### config.mk
export PLATFORM = sky130hd
export DESIGN_NAME = bft_hash
export DESIGN_NICKNAME = d
export VERILOG_FILES = /design/src/design/bft_pkg.sv /design/src/design/bft_hash.sv
export SDC_FILE = /design/constraint.sdc
export NUM_CORES = 1
export LEC_CHECK = 0
export ABC_AREA = 0
export ABC_CLOCK_PERIOD_IN_PS = 20600
export BUFFER_PORTS_ARGS = -buffer_cell sky130_fd_sc_hd__buf_2
export CORE_MARGIN = 5
export CORE_UTILIZATION = 25
export CTS_BUF_LIST = sky130_fd_sc_hd__clkbuf_4 sky130_fd_sc_hd__clkbuf_8
export CTS_CLUSTER_SIZE = 12
export DETAILED_ROUTE_END_ITERATION = 8
export PLACE_DENSITY_LB_ADDON = 0.15
export SLEW_MARGIN = 15
export SYNTH_ARGS = -nofsm -noshare
export SYNTH_HDL_FRONTEND = slang
export SYNTH_SLANG_ARGS = --single-unit
### constraint.sdc
create_clock -name i_clk -period 20.6 [get_ports i_clk]
set_clock_uncertainty 0.15 [all_clocks]
set_input_delay 3.09 -clock i_clk [delete_from_list [all_inputs] [get_ports i_clk]]
set_output_delay 3.09 -clock i_clk [all_outputs]
set_load 0.005 [all_outputs]
### src/design/bft_pkg.sv
// bidirectional flow table: shared types, constants and codes
// no dependencies
package bft_pkg;

    localparam int unsigned BUCKETS_DEF    = 1024;
    localparam int unsigned WAYS_DEF       = 4;
    localparam int unsigned MULTIPLIER_DEF = 31;

    localparam int unsigned OP_W     = 2;
    localparam int unsigned ADDR_W   = 64;
    localparam int unsigned PORT_W   = 16;
    localparam int unsigned PROTO_W  = 8;
    localparam int unsigned STATUS_W = 2;
    localparam int unsigned ENTRY_W  = 12;
    localparam int unsigned BKT_W    = 10;
    localparam int unsigned HASH_W   = 32;

    typedef enum logic [OP_W-1:0] {
        OP_LOOKUP   = 2'd0,
        OP_REGISTER = 2'd1,
        OP_CLEAR    = 2'd2,
        OP_SPARE    = 2'd3
    } t_op;

    typedef enum logic [STATUS_W-1:0] {
        ST_OK      = 2'd0,
        ST_MISS    = 2'd1,
        ST_FULL    = 2'd2,
        ST_CLEARED = 2'd3
    } t_status;

    typedef struct packed {
        logic [OP_W-1:0]    operation;
        logic               address_family;
        logic [PROTO_W-1:0] protocol;
        logic [ADDR_W-1:0]  ip1_hi;
        logic [ADDR_W-1:0]  ip1_lo;
        logic [ADDR_W-1:0]  ip2_hi;
        logic [ADDR_W-1:0]  ip2_lo;
        logic [PORT_W-1:0]  port_a;
        logic [PORT_W-1:0]  port_b;
    } t_req;

    typedef struct packed {
        logic [STATUS_W-1:0] status;
        logic [ENTRY_W-1:0]  entry_index;
        logic [BKT_W-1:0]    bucket_index;
    } t_rsp;

    // hash engine control
    typedef struct packed {
        logic start;
        logic busy;
        logic done;
    } t_hash_ctl;

endpackage

### src/design/bft_hash.sv
// symmetric byte hash: forward and reverse multiply-add, two bytes a cycle each,
// then reduction of the summed hash to a bucket by reciprocal multiplication
// depends on bft_pkg
module bft_hash #(
    parameter int unsigned BUCKETS    = bft_pkg::BUCKETS_DEF,
    parameter int unsigned MULTIPLIER = bft_pkg::MULTIPLIER_DEF
) (
    input  logic                       i_clk,
    input  logic                       i_rst_n,
    input  logic                       i_start,
    input  bft_pkg::t_req              i_req,
    output logic                       o_done,
    output logic [$clog2(BUCKETS)-1:0] o_bkt
);
    import bft_pkg::*;

    // byte stream: up to 16+16+2+2 bytes; two bytes per cycle
    localparam int unsigned NBYTES = 36;
    localparam int unsigned CNT_W  = $clog2(NBYTES + 1);
    localparam int unsigned BKT_AW = $clog2(BUCKETS);
    // floor(2^32 / BUCKETS); quotient estimate is short by at most one
    localparam logic [HASH_W-1:0] RECIP = HASH_W'((64'd1 << HASH_W) / 64'(BUCKETS));

    logic [NBYTES*8-1:0] r_fwd, n_fwd;
    logic [NBYTES*8-1:0] r_rev, n_rev;
    logic [CNT_W-1:0]    r_left, n_left;
    logic [HASH_W-1:0]   r_hf, n_hf, r_hr, n_hr;
    logic                r_busy, n_busy, r_fin, n_fin;
    logic                r_s1, r_s2, r_s3;
    logic [HASH_W-1:0]   r_x, r_q, r_rm;

    logic [NBYTES*8-1:0] w_fwd, w_rev;
    logic [CNT_W-1:0]    w_len;
    logic [HASH_W-1:0]   w_hf1, w_hr1, w_hf2, w_hr2;
    logic [2*HASH_W-1:0] w_prod;
    logic [HASH_W-1:0]   w_qb;
    logic [HASH_W-1:0]   w_rm;

    // bytes packed to the top of the shift word, first byte highest
    always_comb begin
        logic [15:0] pa_n, pb_n;
        logic [4:0]  pa_len, pb_len;
        logic [255:0] af, ar;
        logic [8:0]  alen;
        pa_n   = i_req.port_a;
        pb_n   = i_req.port_b;
        pa_len = (pa_n != '0) ? 5'd2 : 5'd0;
        pb_len = (pb_n != '0) ? 5'd2 : 5'd0;
        if (i_req.address_family) begin
            af   = {i_req.ip1_hi, i_req.ip1_lo, i_req.ip2_hi, i_req.ip2_lo};
            ar   = {i_req.ip2_hi, i_req.ip2_lo, i_req.ip1_hi, i_req.ip1_lo};
            alen = 9'd32;
        end else begin
            af   = {i_req.ip1_lo[31:0], i_req.ip2_lo[31:0], 192'd0};
            ar   = {i_req.ip2_lo[31:0], i_req.ip1_lo[31:0], 192'd0};
            alen = 9'd8;
        end
        w_fwd = {af, 32'd0};
        w_rev = {ar, 32'd0};
        // ports sit right after the address bytes
        w_fwd = w_fwd | ((NBYTES*8)'({pa_n, pb_n}) << ((NBYTES - 32'(alen) - 4) * 8));
        w_rev = w_rev | ((NBYTES*8)'({pb_n, pa_n}) << ((NBYTES - 32'(alen) - 4) * 8));
        if (pa_n == '0 && pb_n != '0) begin
            w_fwd = {af, 32'd0} | ((NBYTES*8)'({pb_n, 16'd0})
                    << ((NBYTES - 32'(alen) - 4) * 8));
            w_rev = {ar, 32'd0} | ((NBYTES*8)'({pb_n, 16'd0})
                    << ((NBYTES - 32'(alen) - 4) * 8));
        end else if (pa_n != '0 && pb_n == '0) begin
            w_fwd = {af, 32'd0} | ((NBYTES*8)'({pa_n, 16'd0})
                    << ((NBYTES - 32'(alen) - 4) * 8));
            w_rev = {ar, 32'd0} | ((NBYTES*8)'({pa_n, 16'd0})
                    << ((NBYTES - 32'(alen) - 4) * 8));
        end
        w_len = CNT_W'(alen) + CNT_W'(pa_len) + CNT_W'(pb_len);
    end

    // multiply-add, applied twice per cycle per direction
    assign w_hf1 = r_hf * HASH_W'(MULTIPLIER) + HASH_W'(r_fwd[NBYTES*8-1 -: 8]);
    assign w_hr1 = r_hr * HASH_W'(MULTIPLIER) + HASH_W'(r_rev[NBYTES*8-1 -: 8]);
    assign w_hf2 = w_hf1 * HASH_W'(MULTIPLIER) + HASH_W'(r_fwd[NBYTES*8-9 -: 8]);
    assign w_hr2 = w_hr1 * HASH_W'(MULTIPLIER) + HASH_W'(r_rev[NBYTES*8-9 -: 8]);

    // bucket reduction: estimate quotient, subtract, one conditional correction
    assign w_prod = (2*HASH_W)'(r_x) * (2*HASH_W)'(RECIP);
    assign w_qb   = r_q * HASH_W'(BUCKETS);
    assign w_rm   = (r_rm >= HASH_W'(BUCKETS)) ? r_rm - HASH_W'(BUCKETS) : r_rm;

    always_comb begin
        n_fwd  = r_fwd;
        n_rev  = r_rev;
        n_left = r_left;
        n_hf   = r_hf;
        n_hr   = r_hr;
        n_busy = r_busy;
        n_fin  = 1'b0;
        if (i_start) begin
            n_fwd  = w_fwd;
            n_rev  = w_rev;
            n_left = w_len;
            n_hf   = '0;
            n_hr   = '0;
            n_busy = 1'b1;
        end else if (r_busy) begin
            // byte counts are always even
            n_hf   = w_hf2;
            n_hr   = w_hr2;
            n_fwd  = r_fwd << 16;
            n_rev  = r_rev << 16;
            n_left = r_left - CNT_W'(2);
            if (r_left == CNT_W'(2)) begin
                n_busy = 1'b0;
                n_fin  = 1'b1;
            end
        end
    end

    always_ff @(posedge i_clk) begin
        if (!i_rst_n) begin
            r_busy <= 1'b0;
            r_fin  <= 1'b0;
            r_s1   <= 1'b0;
            r_s2   <= 1'b0;
            r_s3   <= 1'b0;
        end else begin
            r_busy <= n_busy;
            r_fin  <= n_fin;
            r_s1   <= r_fin;
            r_s2   <= r_s1;
            r_s3   <= r_s2;
        end
        r_fwd  <= n_fwd;
        r_rev  <= n_rev;
        r_left <= n_left;
        r_hf   <= n_hf;
        r_hr   <= n_hr;
        if (r_fin) begin
            r_x <= r_hf + r_hr;
        end
        if (r_s1) begin
            r_q <= w_prod[2*HASH_W-1:HASH_W];
        end
        if (r_s2) begin
            r_rm <= r_x - w_qb;
        end
    end

    assign o_done = r_s3;
    assign o_bkt  = w_rm[BKT_AW-1:0];
endmodule

Word-level counts from Yosys, hierarchy flattened
Index checks and enable logic that the tools add are counted.

Logic and storage cells: 71. Bits of input ports: 302. Flip-flop bits (word level): 737. Output and inout bits: 11.

Eq/ne operators: 1. Multiplexer cells: 20. Shift operators: 4. Magnitude comparators: 1. $mul: 4. Bitwise gates (word level): 8. Add/sub/neg operators: 12. Reduce and logical (&&, ||, !) cells: 8.

Operator list (number): $mux 288 (8); $or 288x288->288 (6); $shl 32x32->288 (4); $mux 256 (2); $add 32x8->32 (4); $mul 32x5->32 const B (4); $add 32x32->32 (1); $ge 32x11->1 const B (1); $logic_not 16->1 (2); $reduce_bool 16->1 (2); $sub 32x32->32 (1); $mux 6 (3); $add 6x2->6 (2); $mux 10 (1); $sub 10x1->10 const B (1); $sub 7x4->8 const B (1); $sub 6x6->7 const A (1); $eq 6x2->1 const B (1); $sub 6x2->6 const B (1); $mux 1 (4); $mux 2 (2); $reduce_or 3->1 (1); $logic_and 1x1->1 (2); $not 1->1 (2); $reduce_bool 2->1 (1).

Depth between registers and ports, before layout
Gate-level depths: netlist (run 1).

Word-level depth: 8. Depth in mapped cells: 25. Mapped depth without buffers: 25.

Worst setup path before layout (run 1)
Ideal clock, no wire load.

Kind: input port to flip-flop. Start point: in i_start. End point: reg r_fwd[0] (enable). Setup time: 996 ps. Path slack: 2939 ps. Data arrival time: 16515 ps. Cell stages on the path: 4. Path through: clkbuf_1 > clkbuf_1 > clkbuf_1 > or2_1.

Cells in the longest elaborated chain, start to end: 1.

Ends and longest elaborated chain: start: declaration (RTL line bft_hash.sv:10) `input logic i_start,`; $reduce_bool 2->1 (no source line); end signal: assignment (RTL line bft_hash.sv:131) `r_fwd <= n_fwd;`; end: declaration (RTL line bft_hash.sv:24) `logic [NBYTES*8-1:0] r_fwd, n_fwd;`.

Every way passes these cells. A chain may end at the register's enable or synchronous reset.

Worst setup path after layout (run 1)
Start point: reg r_hr[3]. End point: reg r_hr[9].

Cells in the longest elaborated chain, start to end: 4.

Ends and longest elaborated chain: start: declaration (RTL line bft_hash.sv:27) `logic [HASH_W-1:0] r_hf, n_hf, r_hr, n_hr;`; start signal: assignment (RTL line bft_hash.sv:135) `r_hr <= n_hr;`; $mul 32x5->32 (RTL line bft_hash.sv:79) `assign w_hr1 = r_hr * HASH_W'(MULTIPLIER) + HASH_W'(r_rev[NBYTES*8-1 -: 8]);`; $add 32x8->32 (RTL line bft_hash.sv:79); $mul 32x5->32 (RTL line bft_hash.sv:81) `assign w_hr2 = w_hr1 * HASH_W'(MULTIPLIER) + HASH_W'(r_rev[NBYTES*8-9 -: 8]);`; $add 32x8->32 (RTL line bft_hash.sv:81).

Every way passes these cells.

==> results.sh, run 1 <==
export IMPL_worst_pin_slew_ps=1100
export IMPL_gp_congestion=0.792
export IMPL_syn_inst=3001
export IMPL_cpPeakStageDelay_ps=630
export IMPL_drc_errors=0
export IMPL_avgSynthCellArea_um2=10.7
export IMPL_grt_pass1_wl_um=154000
export IMPL_whs_ps=266
export IMPL_first_global_vias=21571
export IMPL_hold_path_class="reg2reg"
export IMPL_grt_ovfl_total=0
export IMPL_avgViaCountPerCell=4.42
export IMPL_final_layout_size_suffix_gt1_share_pct=16.3
export IMPL_die_w_um=369
export IMPL_htreeDepth=3
export IMPL_crit_chain="inv_1 -> fa_1 -> inv_1 -> fa_1 -> inv_1 -> fa_1 -> inv_1 -> ha_1 -> xnor2_1 -> fa_1 -> inv_1 -> fa_1 -> fa_1 -> inv_1 -> ha_1 -> a21oi_1 -> o21ai_1 -> o41ai_1 -> xnor2_1 -> xnor2_1 -> a211oi_1"
export IMPL_postSynth_asyncResetShare_pct=0
export IMPL_post_cts_buffers=0
export IMPL_setup_tns_final_ps=0
export IMPL_port_buffers=302
export IMPL_synth_top_area_cell="edfxtp_1"
export IMPL_rsz0062_at_grt="no"
export IMPL_numCtsBuffers=116
export IMPL_finalCritPeriodShare_pct=34.2
export IMPL_cp_slowest_cell="xnor2_1"
export IMPL_grt_use_total_pct=15.5
export IMPL_place_hpwl_um=78500
export IMPL_coreArea_um2=128000
export IMPL_hold_path_depth=0
export IMPL_clk_latency_ps=790
export IMPL_cts_sinks=626
export IMPL_final_nets=3749
export IMPL_pin_count=313
export IMPL_synth_area_um2=32200
export IMPL_drv_slew=0
export IMPL_wirelength_um=108000
export IMPL_cp_required_ps=21140
export IMPL_die_height_um=369
export IMPL_end_kind="register"
export IMPL_hold_buffers=0
export IMPL_outcome="complete, no violations"
export IMPL_synth_top_area_share_pct=56.1
export IMPL_hold_viol=0
export IMPL_cts_tree="yes"
export IMPL_vias=22288
export IMPL_rows=131
export IMPL_antenna_found_initial=81
export IMPL_cts_root_buf="clkbuf_8"
export IMPL_seq_area_frac_synth_pct=57.6
export IMPL_firstDrtPassIters=7
export IMPL_regToRegSetupSlack_ps=13560
export IMPL_grt_max_degree=213
export IMPL_yosys_top_cells_area="edfxtp_1 56%, fa_1 6.0%, inv_1 5.9%"
export IMPL_synth_commonest_cells="601 x edfxtp_1, 506 x inv_1, 300 x o21ai_0, 284 x a21oi_1, 187 x nand2_1"
export IMPL_ant_nets=0
export IMPL_layout_min_cycle_time_ps=7040
export IMPL_yosys_warnings=0
export IMPL_synth_edf_count=601
export IMPL_cp_start_kind="register"
export IMPL_synthFlopType="edfxtp_1"
export IMPL_synth_nets=3473
export IMPL_cts_resized=0
export IMPL_slew_headroom_pct=26.4
export IMPL_initial_core_util_pct=25.2
export IMPL_crit_arrival_ps=7580
export IMPL_synth_ff_latch_count=626
export IMPL_cp_max_fo=6
export IMPL_clkTransAtPathRegs_ps=60
export IMPL_drt_iter0_markers=1654
export IMPL_wl_per_cell_um=21.4
export IMPL_fmax_mhz=142
export IMPL_reg2reg_depth=21
export IMPL_syn2layout_area_growth_pct=16.9
export IMPL_worstSetupPathType="reg2reg"
export IMPL_maxCapViolations=0
export IMPL_synth_distinct_cells=36
export IMPL_clock_path_buffers=3
export IMPL_setup_viol=0
export IMPL_synth_most_common_cell="edfxtp_1"
export IMPL_die_area_um2=136000
==> sequential cells by signal, indices dropped and copies added (netlist names), 5 cells and up <==
| name | flops |
|---|---|
| r_fwd | 288 |
| r_rev | 288 |
| r_hf | 10 |
| r_hr | 10 |
| r_rm | 10 |
| r_x | 10 |
| r_left | 5 |
==> cell type report <==
type / instances / area, um2
Inverter: 506 / 1900
Multi-Input combinational cell: 1701 / 11100
Timing Repair Buffer: 326 / 1770
Clock inverter: 43 / 201
Clock buffer: 161 / 1950
Fill cell: 13341 / 90100
Tap cell: 1662 / 2080
Antenna cell: 23 / 57.6
Sequential cell: 626 / 18500
==> worst paths after layout <==
path,from,to
worst max-delay path,r_hr[3],r_hr[9]
worst min register to register,r_x[4],r_rm[4]
worst max register to register,r_hr[3],r_hr[9]
worst min-delay path,r_x[4],r_rm[4]
==> through the flow <==
| step | setup WS, ps | area [um2] | util [%] | std cells |
|---|---|---|---|---|
| after CTS | 13530 | 37600 | 29.4 | 5025 |
| after floorplan | 2940 | 32200 | - | 3001 |
| after detailed placement | 13370 | 35400 | 27.7 | 4821 |
| after global routing | 13170 | 37600 | 29.4 | 5027 |
| final | 13560 | 37600 | 29.5 | 5048 |
| after global placement | 13370 | 35400 | 27.7 | 4821 |
==> logic make-up after synthesis <==
group	count (synthesis)	share of synthesized area, %
XOR/XNOR	61	1.71
buffers and inverters	674	7.89
AO/OA/AOI/OAI	717	11.6
flip-flops	626	57.6
multiplexers	82	2.68
AND/OR/NAND/NOR	671	9.66
adder cells (fa/ha/maj)	170	8.87
==> layout by cell type (no fill, tap or decap), types with 27 or more instances in the layout <==
| cell type | n |
|---|---|
| a21oi_1 | 284 |
| and2_1 | 35 |
| buf_2 | 300 |
| clkbuf_4 | 43 |
| clkbuf_8 | 118 |
| clkinv_1 | 27 |
| edfxtp_1 | 601 |
| fa_1 | 97 |
| ha_1 | 73 |
| inv_1 | 506 |
| mux2_2 | 33 |
| mux2i_1 | 49 |
| nand2_1 | 187 |
| nand3_1 | 160 |
| nor2_1 | 172 |
| nor2b_1 | 68 |
| o21ai_0 | 300 |
| o21ai_1 | 65 |
| o22ai_1 | 32 |
| xnor2_1 | 50 |
==> worst max-delay path: cells and delay by family (launching register included) <==
kind | cells | cell delay (ps)
adders and majority gates | 8 | 3770
AOI/OAI and AO/OA | 4 | 1070
xor gates and xnor gates | 3 | 930
DFF | 1 | 580
buffers and inverters | 6 | 450
==> routing by layer <==
metal	part of all wire (%)	global-route usage, %	vias to the layer above
li1	-	-	10787
met1	50	23.3	10614
met2	40	21.5	651
met3	7.0	4.27	214
met4	2.7	4.80	22
met5	0.13	0	-
Power of run 1 is not shown: default switching activity piles up to over one toggle a cycle in this logic, so the estimate is an artifact.
==> run 2: changes to the inputs <==
- ABC_CLOCK_PERIOD_IN_PS: 20600 -> 6300
- clock period: 20.6 -> 6.3 ns (I/O delays scaled with it)
==> run 2 against run 1 <==
Net effect: final cell count is 1.1% higher; sequential cell count did not move; global-route usage rose by 0.066 points; count of clock-buffer cells in the layout down 3; non-clock buffer count increased by 56; critical path type unchanged.
==> results.sh, run 2 (synthesis results as in run 1) <==
export IMPL_initial_core_util_pct=25.2
export IMPL_worst_pin_slew_ps=1030
export IMPL_rows=131
export IMPL_numCtsBuffers=118
export IMPL_drc_errors=0
export IMPL_layout_commonest_cell="edfxtp_1"
export IMPL_wl_per_cell_um=21.3
export IMPL_grt_use_total_pct=15.6
export IMPL_die_height_um=369
export IMPL_grt_pass1_wl_um=154000
export IMPL_setup_tns_final_ps=0
export IMPL_fmax_mhz=167
export IMPL_clkTransAtPathRegs_ps=60
export IMPL_grt_max_degree=193
export IMPL_drv_slew=0
export IMPL_finalCritPeriodShare_pct=95.2
export IMPL_whs_ps=253
export IMPL_rsz0062_at_grt="yes"
export IMPL_cp_slowest_cell="fa_1"
export IMPL_final_nets=3807
export IMPL_clock_path_buffers=3
export IMPL_end_kind="register"
export IMPL_fin_util_pct=30.1
export IMPL_cts_root_buf="clkbuf_8"
export IMPL_fin_cells=5102
export IMPL_layout_min_cycle_time_ps=6000
export IMPL_syn2layout_area_growth_pct=19.2
export IMPL_slew_headroom_pct=31.3
export IMPL_vias=22433
export IMPL_pin_count=313
export IMPL_firstDrtPassIters=7
export IMPL_clk_latency_ps=820
export IMPL_crit_top_cell="xnor2_1"
export IMPL_cp_required_ps=6880
export IMPL_htreeDepth=3
export IMPL_maxCapViolations=0
export IMPL_coreArea_um2=128000
export IMPL_critPathTopFamily="adder cells"
export IMPL_avgViaCountPerCell=4.40
export IMPL_cts_sinks=626
export IMPL_hold_viol=0
export IMPL_first_global_vias=21771
export IMPL_crit_arrival_ps=6580
export IMPL_place_inst=4873
export IMPL_cts_tree="yes"
export IMPL_hold_path_class="reg2reg"
export IMPL_antenna_found_initial=85
export IMPL_critPathBufInv=6
export IMPL_hold_path_depth=0
export IMPL_die_area_um2=136000
export IMPL_cpPeakStageDelay_ps=570
export IMPL_setup_viol=0
export IMPL_final_layout_size_suffix_gt1_share_pct=18.2
export IMPL_drt_iter0_markers=1603
export IMPL_wirelength_um=108000
export IMPL_cp_start_kind="register"
export IMPL_die_w_um=369
export IMPL_path_depth=26
export IMPL_place_hpwl_um=79100
export IMPL_final_cell_mix="601 x edfxtp_1, 506 x inv_1, 300 x buf_2"
export IMPL_outcome="complete, no violations"
export IMPL_reg_largest_list="r_fwd (288), r_rev (288)"
export IMPL_hold_buffers=0
export IMPL_port_buffers=302
export IMPL_grt_ovfl_total=0
export IMPL_gp_congestion=0.789
export IMPL_cp_max_fo=2
export IMPL_worstSetupPathType="reg2reg"
export IMPL_ant_nets=0
export IMPL_reg2reg_depth=26
[run 2: cell types whose count changed in the layout (fill, tap and decap cells not counted), sizes merged]
cell	change
buf	+56
inv	+2
bufinv	+3
clkinv	+2
clkinvlp	-1
diode	-5
clkbuf	-3
[run 2: per-stage QoR]
step / instance area [um2] / setup slack (ps)
5_1_grt: 38300 / -19.0
2_1_floorplan: 32200 / 16.1
3_3_place_gp: 35900 / -149
3_5_place_dp: 35900 / -205
4_1_cts: 38200 / 26.1
6_report: 38400 / 304
[run 2: layer usage]
metal  track usage (%)  vias to the layer above  share of wire [%]
met5                 0                        -               0.20
met4              4.25                       32                2.2
met3              4.56                      184                7.8
met2              21.8                      646                 41
met1              23.3                    10665                 49
li1                  -                    10906                  -
[run 2: path summary, 6_finish.rpt]
| path | from | to | slack [ps] |
|---|---|---|---|
| worst min-delay path | r_x[4] | r_rm[4] | 250 |
| worst min register to register | r_x[4] | r_rm[4] | 250 |
| worst max-delay path | r_hr[3] | r_hr[9] | 300 |
| worst max register to register | r_hr[3] | r_hr[9] | 300 |
[run 2: area by class of cell]
class | instances | area, um2
clock buffers | 158 | 1940
repair buffers | 382 | 2260
multi-input cells | 1701 | 11300
fillers | 13386 | 89300
flip-flops and latches | 626 | 18600
diodes | 18 | 45.0
clock inverters | 49 | 335
well taps | 1662 | 2080
inverters | 506 | 1900
[run 2: what timing repair did]
action                                  CTS  global route
gates cloned                              0             0
pin swaps                                 0            17
endpoints found under the setup margin    2             4
setup buffers                             0             4
gates resized for setup                   3            22
Power of run 2 is left out for the same reason.
